File: config.mk
export PLATFORM = sky130hd
export DESIGN_NAME = circular_list_engine
export DESIGN_NICKNAME = d
export VERILOG_FILES = /design/src/hw/rtl/cle_pkg.sv /design/src/hw/rtl/cle_node_mem.sv /design/src/hw/rtl/circular_list_engine.sv
export SDC_FILE = /design/constraint.sdc
export NUM_CORES = 2
export LEC_CHECK = 0
export ABC_AREA = 1
export ABC_CLOCK_PERIOD_IN_PS = 6750
export BUFFER_PORTS_ARGS = -buffer_cell sky130_fd_sc_hd__buf_2
export CAP_MARGIN = 20
export CORE_ASPECT_RATIO = 2
export CORE_MARGIN = 1.5
export CORE_UTILIZATION = 45
export CTS_CLUSTER_DIAMETER = 200
export DETAILED_ROUTE_END_ITERATION = 7
export PLACE_DENSITY_LB_ADDON = 0.05
export SYNTH_ARGS = -nofsm -noshare
export SYNTH_HDL_FRONTEND = slang
export SYNTH_SLANG_ARGS = --single-unit
File: constraint.sdc
create_clock -name clk -period 6.75 [get_ports clk]
set_clock_uncertainty 0.1 [all_clocks]
set_input_delay 0.675 -clock clk [delete_from_list [all_inputs] [get_ports clk]]
set_output_delay 0.675 -clock clk [all_outputs]
set_load 0.05 [all_outputs]
File: src/hw/rtl/cle_pkg.sv
// Shared types and codes for the circular list engine.
// No dependencies; every other file imports this package.
`timescale 1ns / 1ps

package cle_pkg;

  localparam int CLE_CAPACITY = 32;
  localparam int DATA_W = 32;

  typedef enum logic [2:0] {
    MODE_INS_FRONT = 3'd0,
    MODE_INS_AFTER = 3'd1,
    MODE_INS_BACK  = 3'd2,
    MODE_DEL_FRONT = 3'd3,
    MODE_DEL_KEY   = 3'd4,
    MODE_DEL_BACK  = 3'd5,
    MODE_VIEW      = 3'd6,
    MODE_REVERSE   = 3'd7
  } mode_t;

  typedef enum logic [1:0] {
    ST_OK       = 2'd0,
    ST_EMPTY    = 2'd1,
    ST_NOTFOUND = 2'd2,
    ST_FULL     = 2'd3
  } status_t;

  typedef enum logic [2:0] {
    S_IDLE,
    S_START,
    S_HEAD,
    S_WALK,
    S_LINK
  } state_t;

endpackage

File: src/hw/rtl/cle_node_mem.sv
// Node pool storage: value and link arrays, one write port each,
// one shared synchronous read port. Depends on cle_pkg.
`timescale 1ns / 1ps

module cle_node_mem import cle_pkg::*; #(
  parameter int CAPACITY = CLE_CAPACITY,
  parameter int AW = $clog2(CAPACITY)
) (
  input  logic              clk,
  input  logic [AW-1:0]     rd_addr,
  output logic [DATA_W-1:0] rd_val,
  output logic [AW-1:0]     rd_link,
  input  logic              wr_val_en,
  input  logic [AW-1:0]     wr_val_addr,
  input  logic [DATA_W-1:0] wr_val_data,
  input  logic              wr_link_en,
  input  logic [AW-1:0]     wr_link_addr,
  input  logic [AW-1:0]     wr_link_data
);

  logic [DATA_W-1:0] val_mem [CAPACITY];
  logic [AW-1:0]     link_mem [CAPACITY];

  always_ff @(posedge clk) begin
    if (wr_val_en) begin
      val_mem[wr_val_addr] <= wr_val_data;
    end
    if (wr_link_en) begin
      link_mem[wr_link_addr] <= wr_link_data;
    end
    rd_val  <= val_mem[rd_addr];
    rd_link <= link_mem[rd_addr];
  end

endmodule

File: src/hw/rtl/circular_list_engine.sv
// Circular list engine: one node visited per cycle through a pool with a registered read port.
// Insert front/back steps through start, head and link states; key search, back delete
// and view walk one node per step after the head state; reverse walks twice, relinking
// and then reading out. One item is in flight at a time; a stalled result beat holds the walk.
// Reset (rst_n, synchronous) empties the list at once; the pool needs no clearing pass.
`timescale 1ns / 1ps

module circular_list_engine import cle_pkg::*; #(
  parameter int CAPACITY = CLE_CAPACITY
) (
  input  logic                     clk,
  input  logic                     rst_n,
  input  logic                     in_valid,
  output logic                     in_ready,
  input  logic [2:0]               in_mode,
  input  logic signed [DATA_W-1:0] in_value,
  input  logic signed [DATA_W-1:0] in_key,
  output logic                     out_valid,
  input  logic                     out_ready,
  output logic [1:0]               out_status,
  output logic signed [DATA_W-1:0] out_data,
  output logic                     out_last
);

  localparam int AW = $clog2(CAPACITY);
  localparam int CW = $clog2(CAPACITY + 1);

  state_t state_r, state_nxt;
  mode_t  op_r, op_nxt;
  logic [DATA_W-1:0] value_r, key_r;
  logic [AW-1:0] cur_r, cur_nxt, prev_r, prev_nxt, head_r, head_nxt, lnk_r, lnk_nxt;
  logic mk_tail_r, mk_tail_nxt;
  logic [AW-1:0] tail_r, tail_nxt;
  logic [CW-1:0] count_r, count_nxt;
  logic empty_r, empty_nxt;
  logic [CAPACITY-1:0] used_r, used_nxt;

  logic out_valid_r;
  status_t out_status_r;
  logic [DATA_W-1:0] out_data_r;
  logic out_last_r;

  logic [AW-1:0] rd_addr, rd_link;
  logic [DATA_W-1:0] rd_val;
  logic wr_val_en, wr_link_en;
  logic [AW-1:0] wr_val_addr, wr_link_addr, wr_link_data;
  logic [DATA_W-1:0] wr_val_data;

  logic emit, emit_last;
  status_t emit_status;
  logic [DATA_W-1:0] emit_data;

  logic [AW-1:0] free_slot;
  logic full, can_emit, is_tail, key_hit, del_hit, is_ins, is_del;

  always_comb begin
    free_slot = '0;
    for (int i = CAPACITY - 1; i >= 0; i--) begin
      if (!used_r[i]) begin
        free_slot = AW'(i);
      end
    end
  end

  assign full     = (count_r == CW'(CAPACITY));
  assign can_emit = !out_valid_r || out_ready;
  assign is_tail  = (cur_r == tail_r);
  assign key_hit  = (rd_val == key_r);
  assign is_ins   = (op_r == MODE_INS_FRONT) || (op_r == MODE_INS_AFTER) ||
                    (op_r == MODE_INS_BACK);
  assign is_del   = (op_r == MODE_DEL_FRONT) || (op_r == MODE_DEL_KEY) ||
                    (op_r == MODE_DEL_BACK);
  assign del_hit  = (op_r == MODE_DEL_FRONT) ? 1'b1 :
                    (op_r == MODE_DEL_BACK) ? is_tail : key_hit;
  assign in_ready = (state_r == S_IDLE);

  cle_node_mem #(.CAPACITY(CAPACITY), .AW(AW)) u_mem (
    .clk         (clk),
    .rd_addr     (rd_addr),
    .rd_val      (rd_val),
    .rd_link     (rd_link),
    .wr_val_en   (wr_val_en),
    .wr_val_addr (wr_val_addr),
    .wr_val_data (wr_val_data),
    .wr_link_en  (wr_link_en),
    .wr_link_addr(wr_link_addr),
    .wr_link_data(wr_link_data)
  );

  // Next state
  always_comb begin
    state_nxt = state_r;
    case (state_r)
      S_IDLE: begin
        if (in_valid) state_nxt = S_START;
      end
      S_START: begin
        if ((is_ins && (full || empty_r)) || (!is_ins && empty_r)) begin
          if (can_emit) state_nxt = S_IDLE;
        end else begin
          state_nxt = S_HEAD;
        end
      end
      S_HEAD: begin
        if (op_r == MODE_INS_FRONT || op_r == MODE_INS_BACK) state_nxt = S_LINK;
        else state_nxt = S_WALK;
      end
      S_LINK: begin
        if (can_emit) state_nxt = S_IDLE;
      end
      S_WALK: begin
        case (op_r)
          MODE_INS_AFTER: begin
            if (key_hit) state_nxt = S_LINK;
            else if (is_tail && can_emit) state_nxt = S_IDLE;
          end
          MODE_VIEW: begin
            if (is_tail && can_emit) state_nxt = S_IDLE;
          end
          MODE_REVERSE: begin
            if (is_tail) state_nxt = S_HEAD;
          end
          default: begin
            if ((del_hit || is_tail) && can_emit) state_nxt = S_IDLE;
          end
        endcase
      end
      default: state_nxt = S_IDLE;
    endcase
  end

  // Datapath and memory control
  always_comb begin
    op_nxt       = op_r;
    cur_nxt      = cur_r;
    prev_nxt     = prev_r;
    head_nxt     = head_r;
    lnk_nxt      = lnk_r;
    mk_tail_nxt  = mk_tail_r;
    tail_nxt     = tail_r;
    count_nxt    = count_r;
    empty_nxt    = empty_r;
    used_nxt     = used_r;
    rd_addr      = tail_r;
    wr_val_en    = 1'b0;
    wr_val_addr  = free_slot;
    wr_val_data  = value_r;
    wr_link_en   = 1'b0;
    wr_link_addr = free_slot;
    wr_link_data = rd_link;
    emit         = 1'b0;
    emit_status  = ST_OK;
    emit_data    = '0;
    emit_last    = 1'b1;
    case (state_r)
      S_IDLE: begin
        if (in_valid) op_nxt = mode_t'(in_mode);
      end
      S_START: begin
        if (is_ins && full) begin
          emit        = can_emit;
          emit_status = ST_FULL;
        end else if (is_ins && empty_r) begin
          if (can_emit) begin
            emit               = 1'b1;
            wr_val_en          = 1'b1;
            wr_link_en         = 1'b1;
            wr_link_data       = free_slot;
            tail_nxt           = free_slot;
            empty_nxt          = 1'b0;
            count_nxt          = count_r + CW'(1);
            used_nxt[free_slot] = 1'b1;
          end
        end else if (!is_ins && empty_r) begin
          emit        = can_emit;
          emit_status = ST_EMPTY;
        end
      end
      S_HEAD: begin
        if (op_r == MODE_INS_FRONT || op_r == MODE_INS_BACK) begin
          wr_val_en   = 1'b1;
          wr_link_en  = 1'b1;
          lnk_nxt     = tail_r;
          mk_tail_nxt = (op_r == MODE_INS_BACK);
        end else begin
          cur_nxt  = rd_link;
          prev_nxt = tail_r;
          head_nxt = rd_link;
          rd_addr  = rd_link;
        end
      end
      S_LINK: begin
        if (can_emit) begin
          emit                = 1'b1;
          wr_link_en          = 1'b1;
          wr_link_addr        = lnk_r;
          wr_link_data        = free_slot;
          count_nxt           = count_r + CW'(1);
          used_nxt[free_slot] = 1'b1;
          if (mk_tail_r) tail_nxt = free_slot;
        end
      end
      S_WALK: begin
        rd_addr = cur_r;
        if (op_r == MODE_INS_AFTER) begin
          if (key_hit) begin
            wr_val_en   = 1'b1;
            wr_link_en  = 1'b1;
            lnk_nxt     = cur_r;
            mk_tail_nxt = is_tail;
          end else if (is_tail) begin
            emit        = can_emit;
            emit_status = ST_NOTFOUND;
          end else begin
            cur_nxt  = rd_link;
            prev_nxt = cur_r;
            rd_addr  = rd_link;
          end
        end else if (is_del) begin
          if (del_hit) begin
            if (can_emit) begin
              emit            = 1'b1;
              emit_data       = rd_val;
              used_nxt[cur_r] = 1'b0;
              count_nxt       = count_r - CW'(1);
              if (count_r == CW'(1)) begin
                empty_nxt = 1'b1;
                tail_nxt  = '0;
              end else begin
                wr_link_en   = 1'b1;
                wr_link_addr = prev_r;
                if (is_tail) tail_nxt = prev_r;
              end
            end
          end else if (is_tail) begin
            emit        = can_emit;
            emit_status = ST_NOTFOUND;
          end else begin
            cur_nxt  = rd_link;
            prev_nxt = cur_r;
            rd_addr  = rd_link;
          end
        end else if (op_r == MODE_VIEW) begin
          if (can_emit) begin
            emit      = 1'b1;
            emit_data = rd_val;
            emit_last = is_tail;
            if (!is_tail) begin
              cur_nxt  = rd_link;
              prev_nxt = cur_r;
              rd_addr  = rd_link;
            end
          end
        end else begin
          // reverse: point each node back at its predecessor, then read out
          wr_link_en   = 1'b1;
          wr_link_addr = cur_r;
          wr_link_data = prev_r;
          if (is_tail) begin
            tail_nxt = head_r;
            rd_addr  = head_r;
            op_nxt   = MODE_VIEW;
          end else begin
            cur_nxt  = rd_link;
            prev_nxt = cur_r;
            rd_addr  = rd_link;
          end
        end
      end
      default: ;
    endcase
  end

  always_ff @(posedge clk) begin
    if (!rst_n) begin
      state_r     <= S_IDLE;
      tail_r      <= '0;
      count_r     <= '0;
      empty_r     <= 1'b1;
      used_r      <= '0;
      out_valid_r <= 1'b0;
      op_r        <= MODE_VIEW;
    end else begin
      state_r <= state_nxt;
      tail_r  <= tail_nxt;
      count_r <= count_nxt;
      empty_r <= empty_nxt;
      used_r  <= used_nxt;
      op_r    <= op_nxt;
      if (emit) out_valid_r <= 1'b1;
      else if (out_ready) out_valid_r <= 1'b0;
    end
  end

  always_ff @(posedge clk) begin
    if (state_r == S_IDLE && in_valid) begin
      value_r <= in_value;
      key_r   <= in_key;
    end
    cur_r     <= cur_nxt;
    prev_r    <= prev_nxt;
    head_r    <= head_nxt;
    lnk_r     <= lnk_nxt;
    mk_tail_r <= mk_tail_nxt;
    if (emit) begin
      out_status_r <= emit_status;
      out_data_r   <= emit_data;
      out_last_r   <= emit_last;
    end
  end

  assign out_valid  = out_valid_r;
  assign out_status = out_status_r;
  assign out_data   = $signed(out_data_r);
  assign out_last   = out_last_r;

  a_count_range: assert property (@(posedge clk) disable iff (!rst_n)
    count_r <= CW'(CAPACITY))
    else $error("node count above capacity");

  a_empty_count: assert property (@(posedge clk) disable iff (!rst_n)
    empty_r == (count_r == '0))
    else $error("empty flag disagrees with node count");

  a_used_count: assert property (@(posedge clk) disable iff (!rst_n)
    $countones(used_r) == int'(count_r))
    else $error("slot map disagrees with node count");

  a_accept_start: assert property (@(posedge clk) disable iff (!rst_n)
    in_valid && in_ready |=> state_r == S_START)
    else $error("accepted beat did not start an operation");

endmodule

Yosys cells after proc, flatten, opt, wreduce, memory -nomap -nowiden
Memory sizes are Yosys's and may differ from the RTL's. A register that Yosys moved wholly into a read port is not among the register bits. Cells that the tools add are included.

$add $sub $neg: 2. $lt $le $gt $ge: 4. Equal/unequal tests: 43. Muxes and demuxes: 183. Bitwise logic cells: 7. Reduce and logical (&&, ||, !) cells: 38.

Operators with widths (count): $mux W5 (82); $mux W32 (11); $pmux W32 S3 (1); $pmux W5 S2 (5); $mux W1 (44); $mux W6 (7); $mux W3 (13); $ne A2 B2 Y1 const B (18); $and A32 B32 Y32 (1); $eq A32 B32 Y1 (1); $not A32 Y32 (1); $or A32 B32 Y32 (1); $pmux W5 S3 (2); $ne A3 B3 Y1 const B (6); $pmux W6 S3 (1); $eq A3 B3 Y1 const B (5); $pmux W3 S5 (1); $eq A3 B2 Y1 const B (4); $lt A5 B6 Y1 const B (2); $mux W2 (6); $reduce_and A12 Y1 (1); $demux W1 S5 (2); $ge A5 B1 Y1 const B (2); $logic_and A1 B1 Y1 (9); 30 further kinds (51).

Register bits: 171. Memory bits (writable): 1184. Bits of input ports: 71. Output and inout bits: 37. Word-level logic and storage cells: 296. Memories kept: 2.

Memory list: u_mem.val_mem (depth 32, bits a word 32, read ports 1, clocked after memory_dff 1, write ports 1, RTL line cle_node_mem.sv:21) `logic [DATA_W-1:0] val_mem [CAPACITY];`; u_mem.link_mem (depth 32, bits a word 5, read ports 1, clocked after memory_dff 1, write ports 1, RTL line cle_node_mem.sv:22) `logic [AW-1:0] link_mem [CAPACITY];`.

Depth between registers and ports, before layout
Depth in word-level cells: 41. Depth in mapped cells: 37.

By module
A second synthesis with hierarchy kept.

Cell total of the unflattened synthesis: 5128. Area, all modules: 58351.0 um2.

By module, submodules not included: cle_node_mem (times used 1, cells an instance 4129, area an instance 49391.1 um2); circular_list_engine (times used 1, cells an instance 999, area an instance 8959.8 um2).

Worst setup path after synthesis
OpenSTA, ideal clock, no wires.

Path kind: flip-flop to flip-flop. Start: reg used_r[31]. End: mem u_mem.val_mem[10][0], enable pin. Setup time: 0.502 ns. Data arrival time: 5.364 ns. Slack: 0.784 ns. Stages on the path, launching flop included: 36. Path buffers: 1. Period minus slack after synthesis: 5.966 ns. Cell sequence: dfxtp_1 -> inv_2 -> nand2_1 -> nand2_1 -> nand2_1 -> nand2_1 -> nand2_1 -> nand2_1 -> nand2_1 -> nand2_1 -> nand2_1 -> nand2_1 -> nand2_1 -> nand2_1 -> nand2_1 -> nand2_1 -> nand2_1 -> nand2_1 -> nand2_1 -> nand2_1 -> nand2_1 -> nand2_1 -> nand2_1 -> nand2_1 -> nand2_1 -> nand2_1 -> nand2_1 -> nand2_1 -> nand2_1 -> nand2_2 -> nand2_4 -> nand2_2 -> nand2_2 -> inv_2 -> clkbuf_1 -> nor4_1.

Longest elaborated chain between the ends: 32.

Ends and longest elaborated chain: start: declaration (RTL line circular_list_engine.sv:36) `logic [CAPACITY-1:0] used_r, used_nxt;`; start signal: assignment (RTL line circular_list_engine.sv:288) `used_r <= used_nxt;`; $mux W5 (32 in a row) (RTL line circular_list_engine.sv:59) `if (!used_r[i]) begin`; end: declaration (RTL line cle_node_mem.sv:21).

No other way between the ends.

Worst setup path in the final report
Start: reg u_mem.rd_val[4], read port of u_mem.val_mem. End: reg u_mem.rd_val[11], read port of u_mem.val_mem.

Longest elaborated chain between the ends: 7. Elaborated cells between the ends (all ways): 8. Those cells by class: eq/ne: 1; mux: 7.

Ends and longest elaborated chain: start: declaration (RTL line cle_node_mem.sv:11) `output logic [DATA_W-1:0] rd_val,`; $eq A32 B32 Y1 (*) (RTL line circular_list_engine.sv:68) `assign key_hit = (rd_val == key_r);`; $mux W1 (RTL line circular_list_engine.sv:74) `(op_r == MODE_DEL_BACK) ? is_tail : key_hit;`; $mux W1 (RTL line circular_list_engine.sv:73) `assign del_hit = (op_r == MODE_DEL_FRONT) ? 1'b1 :`; $mux W5; $mux W5 (RTL line circular_list_engine.sv:219) `end else if (is_del) begin`; $mux W5 (*) (RTL line circular_list_engine.sv:205) `if (op_r == MODE_INS_AFTER) begin`; $pmux W5 S2 (*) (RTL line circular_list_engine.sv:155) `case (state_r)`.

Mark *: on every way between the ends. The rest lies on a longest branch, timed or not. A chain may end at the register's enable or synchronous reset.

==> flow_summary.yaml <==
clock_network:
  cts_tree: "built"
  cts.path.max_buffers: 3
  clock_sink_count: 1392
  clk_latency_ns: 0.77
  cts.clk_slew.worst_paths_ns: 0.06
  clock-root-buffer: "clkbuf_16"
  htree_levels: 4
  numCtsBuffers: 132
critical_path:
  startpoint: "u_mem.rd_val[4]"
  cp.required_ns: 7.22
  critPathKind: "register to register"
  reg2regPathDepth: 22
  crit_top_cell: "nand2_1"
  regToRegStartpoint: "u_mem.rd_val[4]"
  rrSetupSlack_ns: 1.50
  cpPeakStageDelay_ns: 0.59
  path_cells: "inv_1, nand2_1, nand2_1, nor4_1, nand2_1, nor4b_2, nand2_1, inv_2, nor2_1, nand3_1, o21ai_0, nor3_1, nand2_4, nand2_8, buf_12, nand2_1, o211ai_1, nand3_1, nand3_1, nand2_1, nand2_1, nand2_1"
  path_max_fanout: 111
  cp.arrival_ns: 5.72
  endpoint_kind: "register"
  worst_setup_path_start_kind: "register"
  critPathSlowestCell: "dfxtp_1"
  r2r-end: "u_mem.rd_val[11]"
  cp-endpoint: "u_mem.rd_val[11]"
final_layout:
  area_growth_pct: 12.54
  drive_gt1_share_pct: 8.982
  mostFrequentLayoutCell: "edfxtp_1"
  final_net_count: 5580
  mostFrequentLayoutCells: "edfxtp_1 (1304), nand2_1 (1117), nand3_1 (844)"
  final_cells: 7342
  fill_cells: 11930
timing:
  max_freq_mhz: 190.4
  holdWs_ns: 0.04588
  fin_crit_sh_pct: 77.82
  finalSetupViolCount: 0
  worst_pin_slew_ns: 1.125
  maxSlewViolCount: 0
  min_period_ns: 5.253
  relSlewSlack_pct: 24.98
  hold_violations: 0
  grt_setup_unrepaired: "false"
  finalSetupTns_ns: 0
synth:
  asyncSetResetFlopFracSynth_pct: 0
  synth_warnings: 0
  netlist_area_um2: 60460
  synthCells: 5435
  synth_edf_count: 1304
  synth-seq-cells: 1392
  yosysSeqAreaShare_pct: 67.68
  yosysUniqueCellTypes: 50
  syn_area_per_cell_um2: 11.12
  synth_ff_type: "edfxtp_1"
  syn-num-nets: 5510
global_routing:
  grt_pass1_wl_mm: 280.3
  gr-total-overflow: 0
  antenna_found_initial: 2
  grt_max_degree: 132
  grt_usage_pct: 28.73
  grt_pass1_vias: 40410
detailed_routing:
  vias_per_cell: 5.632
  drtIter0Drc: 3735
  num_vias: 41350
  drc: 0
  dr.pass1.iters: 6
  ant_nets: 0
  wirelength_mm: 195.5
  drt-wirelength-per-cell_um: 26.63
power:
  ir_drop_mv: 0.5653
  leakage_uw: 0.02575
  power.density_nw_per_um2: 413.7
status:
  status: "finished clean"
die:
  die_w_um: 262.2
  die_y_um: 521.4
  ios: 108
  rows: 190
  start_util_pct: 45.25
  coreArea_um2: 133600
  die-area_um2: 136700
placement:
  dpl.cell_count: 7052
  io_buffers: 107
  gp_congestion: 0.9269
  dpl.hpwl_mm: 110.8
min_path:
  hp-class: "primary input to register"
job:
  cap_viol_max_count: 0
-- cells by family after synthesis --
kind of cell | Yosys count | share of synthesized area [%]
DFF | 1392 | 67.68
xor gates and xnor gates | 22 | 0.3187
AOI/OAI and AO/OA | 520 | 5.789
buffers and inverters | 963 | 6.469
adders and majority gates | 4 | 0.08278
and+or+nand+nor | 2534 | 19.66
-- routing by layer --
metal	global-route usage, %	vias to the layer above	part of all wire (%)
met5	0	-	0
met4	13.66	0	5.0
met3	3.069	389	4.3
met2	52.11	1289	53
met1	33.47	20530	38
li1	-	19140	-
-- area by class of cell --
type / count / area (um2) / share of cell area, %
inverter: 621 / 2340 / 3.439
antenna: 3 / 7.507 / 0.01103
multi-input combinational: 3080 / 15960 / 23.46
tap: 1728 / 2162 / 3.178
clock buffer: 184 / 3714 / 5.458
timing repair buffer: 278 / 2397 / 3.524
clock inverter: 56 / 538.0 / 0.7908
sequential: 1392 / 40920 / 60.14
-- power breakdown --
group          total [uW]  switching (uW)  leakage, uW  internal [uW]
clock network        7450            3310      0.00208           4140
registers           10700             524       0.0125          10200
logic                9960            7210       0.0112           2750
total               28100           11000       0.0257          17100
-- sequential cells by signal, summed over array words and instances (netlist names), 2 cells and up --
name	cells
u_mem.val_mem	1024
u_mem.link_mem	160
key_r	32
out_data	32
u_mem.rd_val	32
used_r	32
value_r	32
count_r	6
cur_r	5
head_r	5
lnk_r	5
prev_r	5
tail_r	5
u_mem.rd_link	5
op_r	3
state_r	3
out_status	2
-- worst min path at each step --
stage	startpoint	end	slack, ns	cells past startpoint
after global routing	in_value[25]	value_r[25]	0.02	1
after global placement	used_r[14]	used_r[14]	0.37	2
after CTS	in_value[26]	value_r[26]	0.008	1
final	in_value[25]	value_r[25]	0.05	1
after detailed placement	used_r[14]	used_r[14]	0.38	2
after floorplan	u_mem.rd_link[4]	head_r[4]	0.33	0
-- synth_stat cells (5+ instances only) --
cell	n	area share [%]
buf_4	17	0.21
o21ai_1	9	0.074
o211ai_1	234	2.9
xor2_1	8	0.12
clkbuf_1	138	0.86
edfxtp_1	1304	65
inv_1	608	3.8
nand4_1	39	0.40
a21oi_1	71	0.59
nand2_2	5	0.052
nor4_1	17	0.18
buf_2	162	1.3
nand2_1	1119	6.9
a221oi_1	5	0.072
nor2_1	181	1.1
inv_2	9	0.056
nand3_1	844	7.0
a21o_1	37	0.46
o221ai_1	11	0.16
buf_1	21	0.13
nand3b_1	259	3.2
o21ai_0	96	0.79
nor3_1	36	0.30
nor3b_1	22	0.27
a22oi_1	10	0.12
dfxtp_1	88	2.9
o22ai_1	5	0.052
xnor2_1	14	0.20
o31ai_1	16	0.20
-- metrics by stage --
| step | utilization (%) | instance area [um2] | setup slack [ns] | total power, uW |
|---|---|---|---|---|
| floorplan | - | 60460 | 0.7843 | 17240 |
| global placement | 47.32 | 63230 | 1.547 | 20870 |
| detailed placement | 47.35 | 63250 | 1.561 | 20890 |
| CTS | 50.86 | 67950 | 1.570 | 28330 |
| global route | 50.92 | 68030 | 1.216 | 29530 |
| finish | 50.92 | 68040 | 1.497 | 28150 |
-- worst max-delay path, delay by kind of cell (launching register included) --
kind / cells / cell delay (ns)
AO/OA/AOI/OAI: 2 / 0.24
buffers and inverters: 3 / 0.79
flip-flops: 1 / 0.59
AND/OR/NAND/NOR: 17 / 3.13
-- repair_timing --
action,4_1_cts,5_1_grt
hold buffers,44,0
setup buffers,0,0
hold endpoints to repair,44,0
resized for setup,0,0
(Power assumes the default switching activity.)
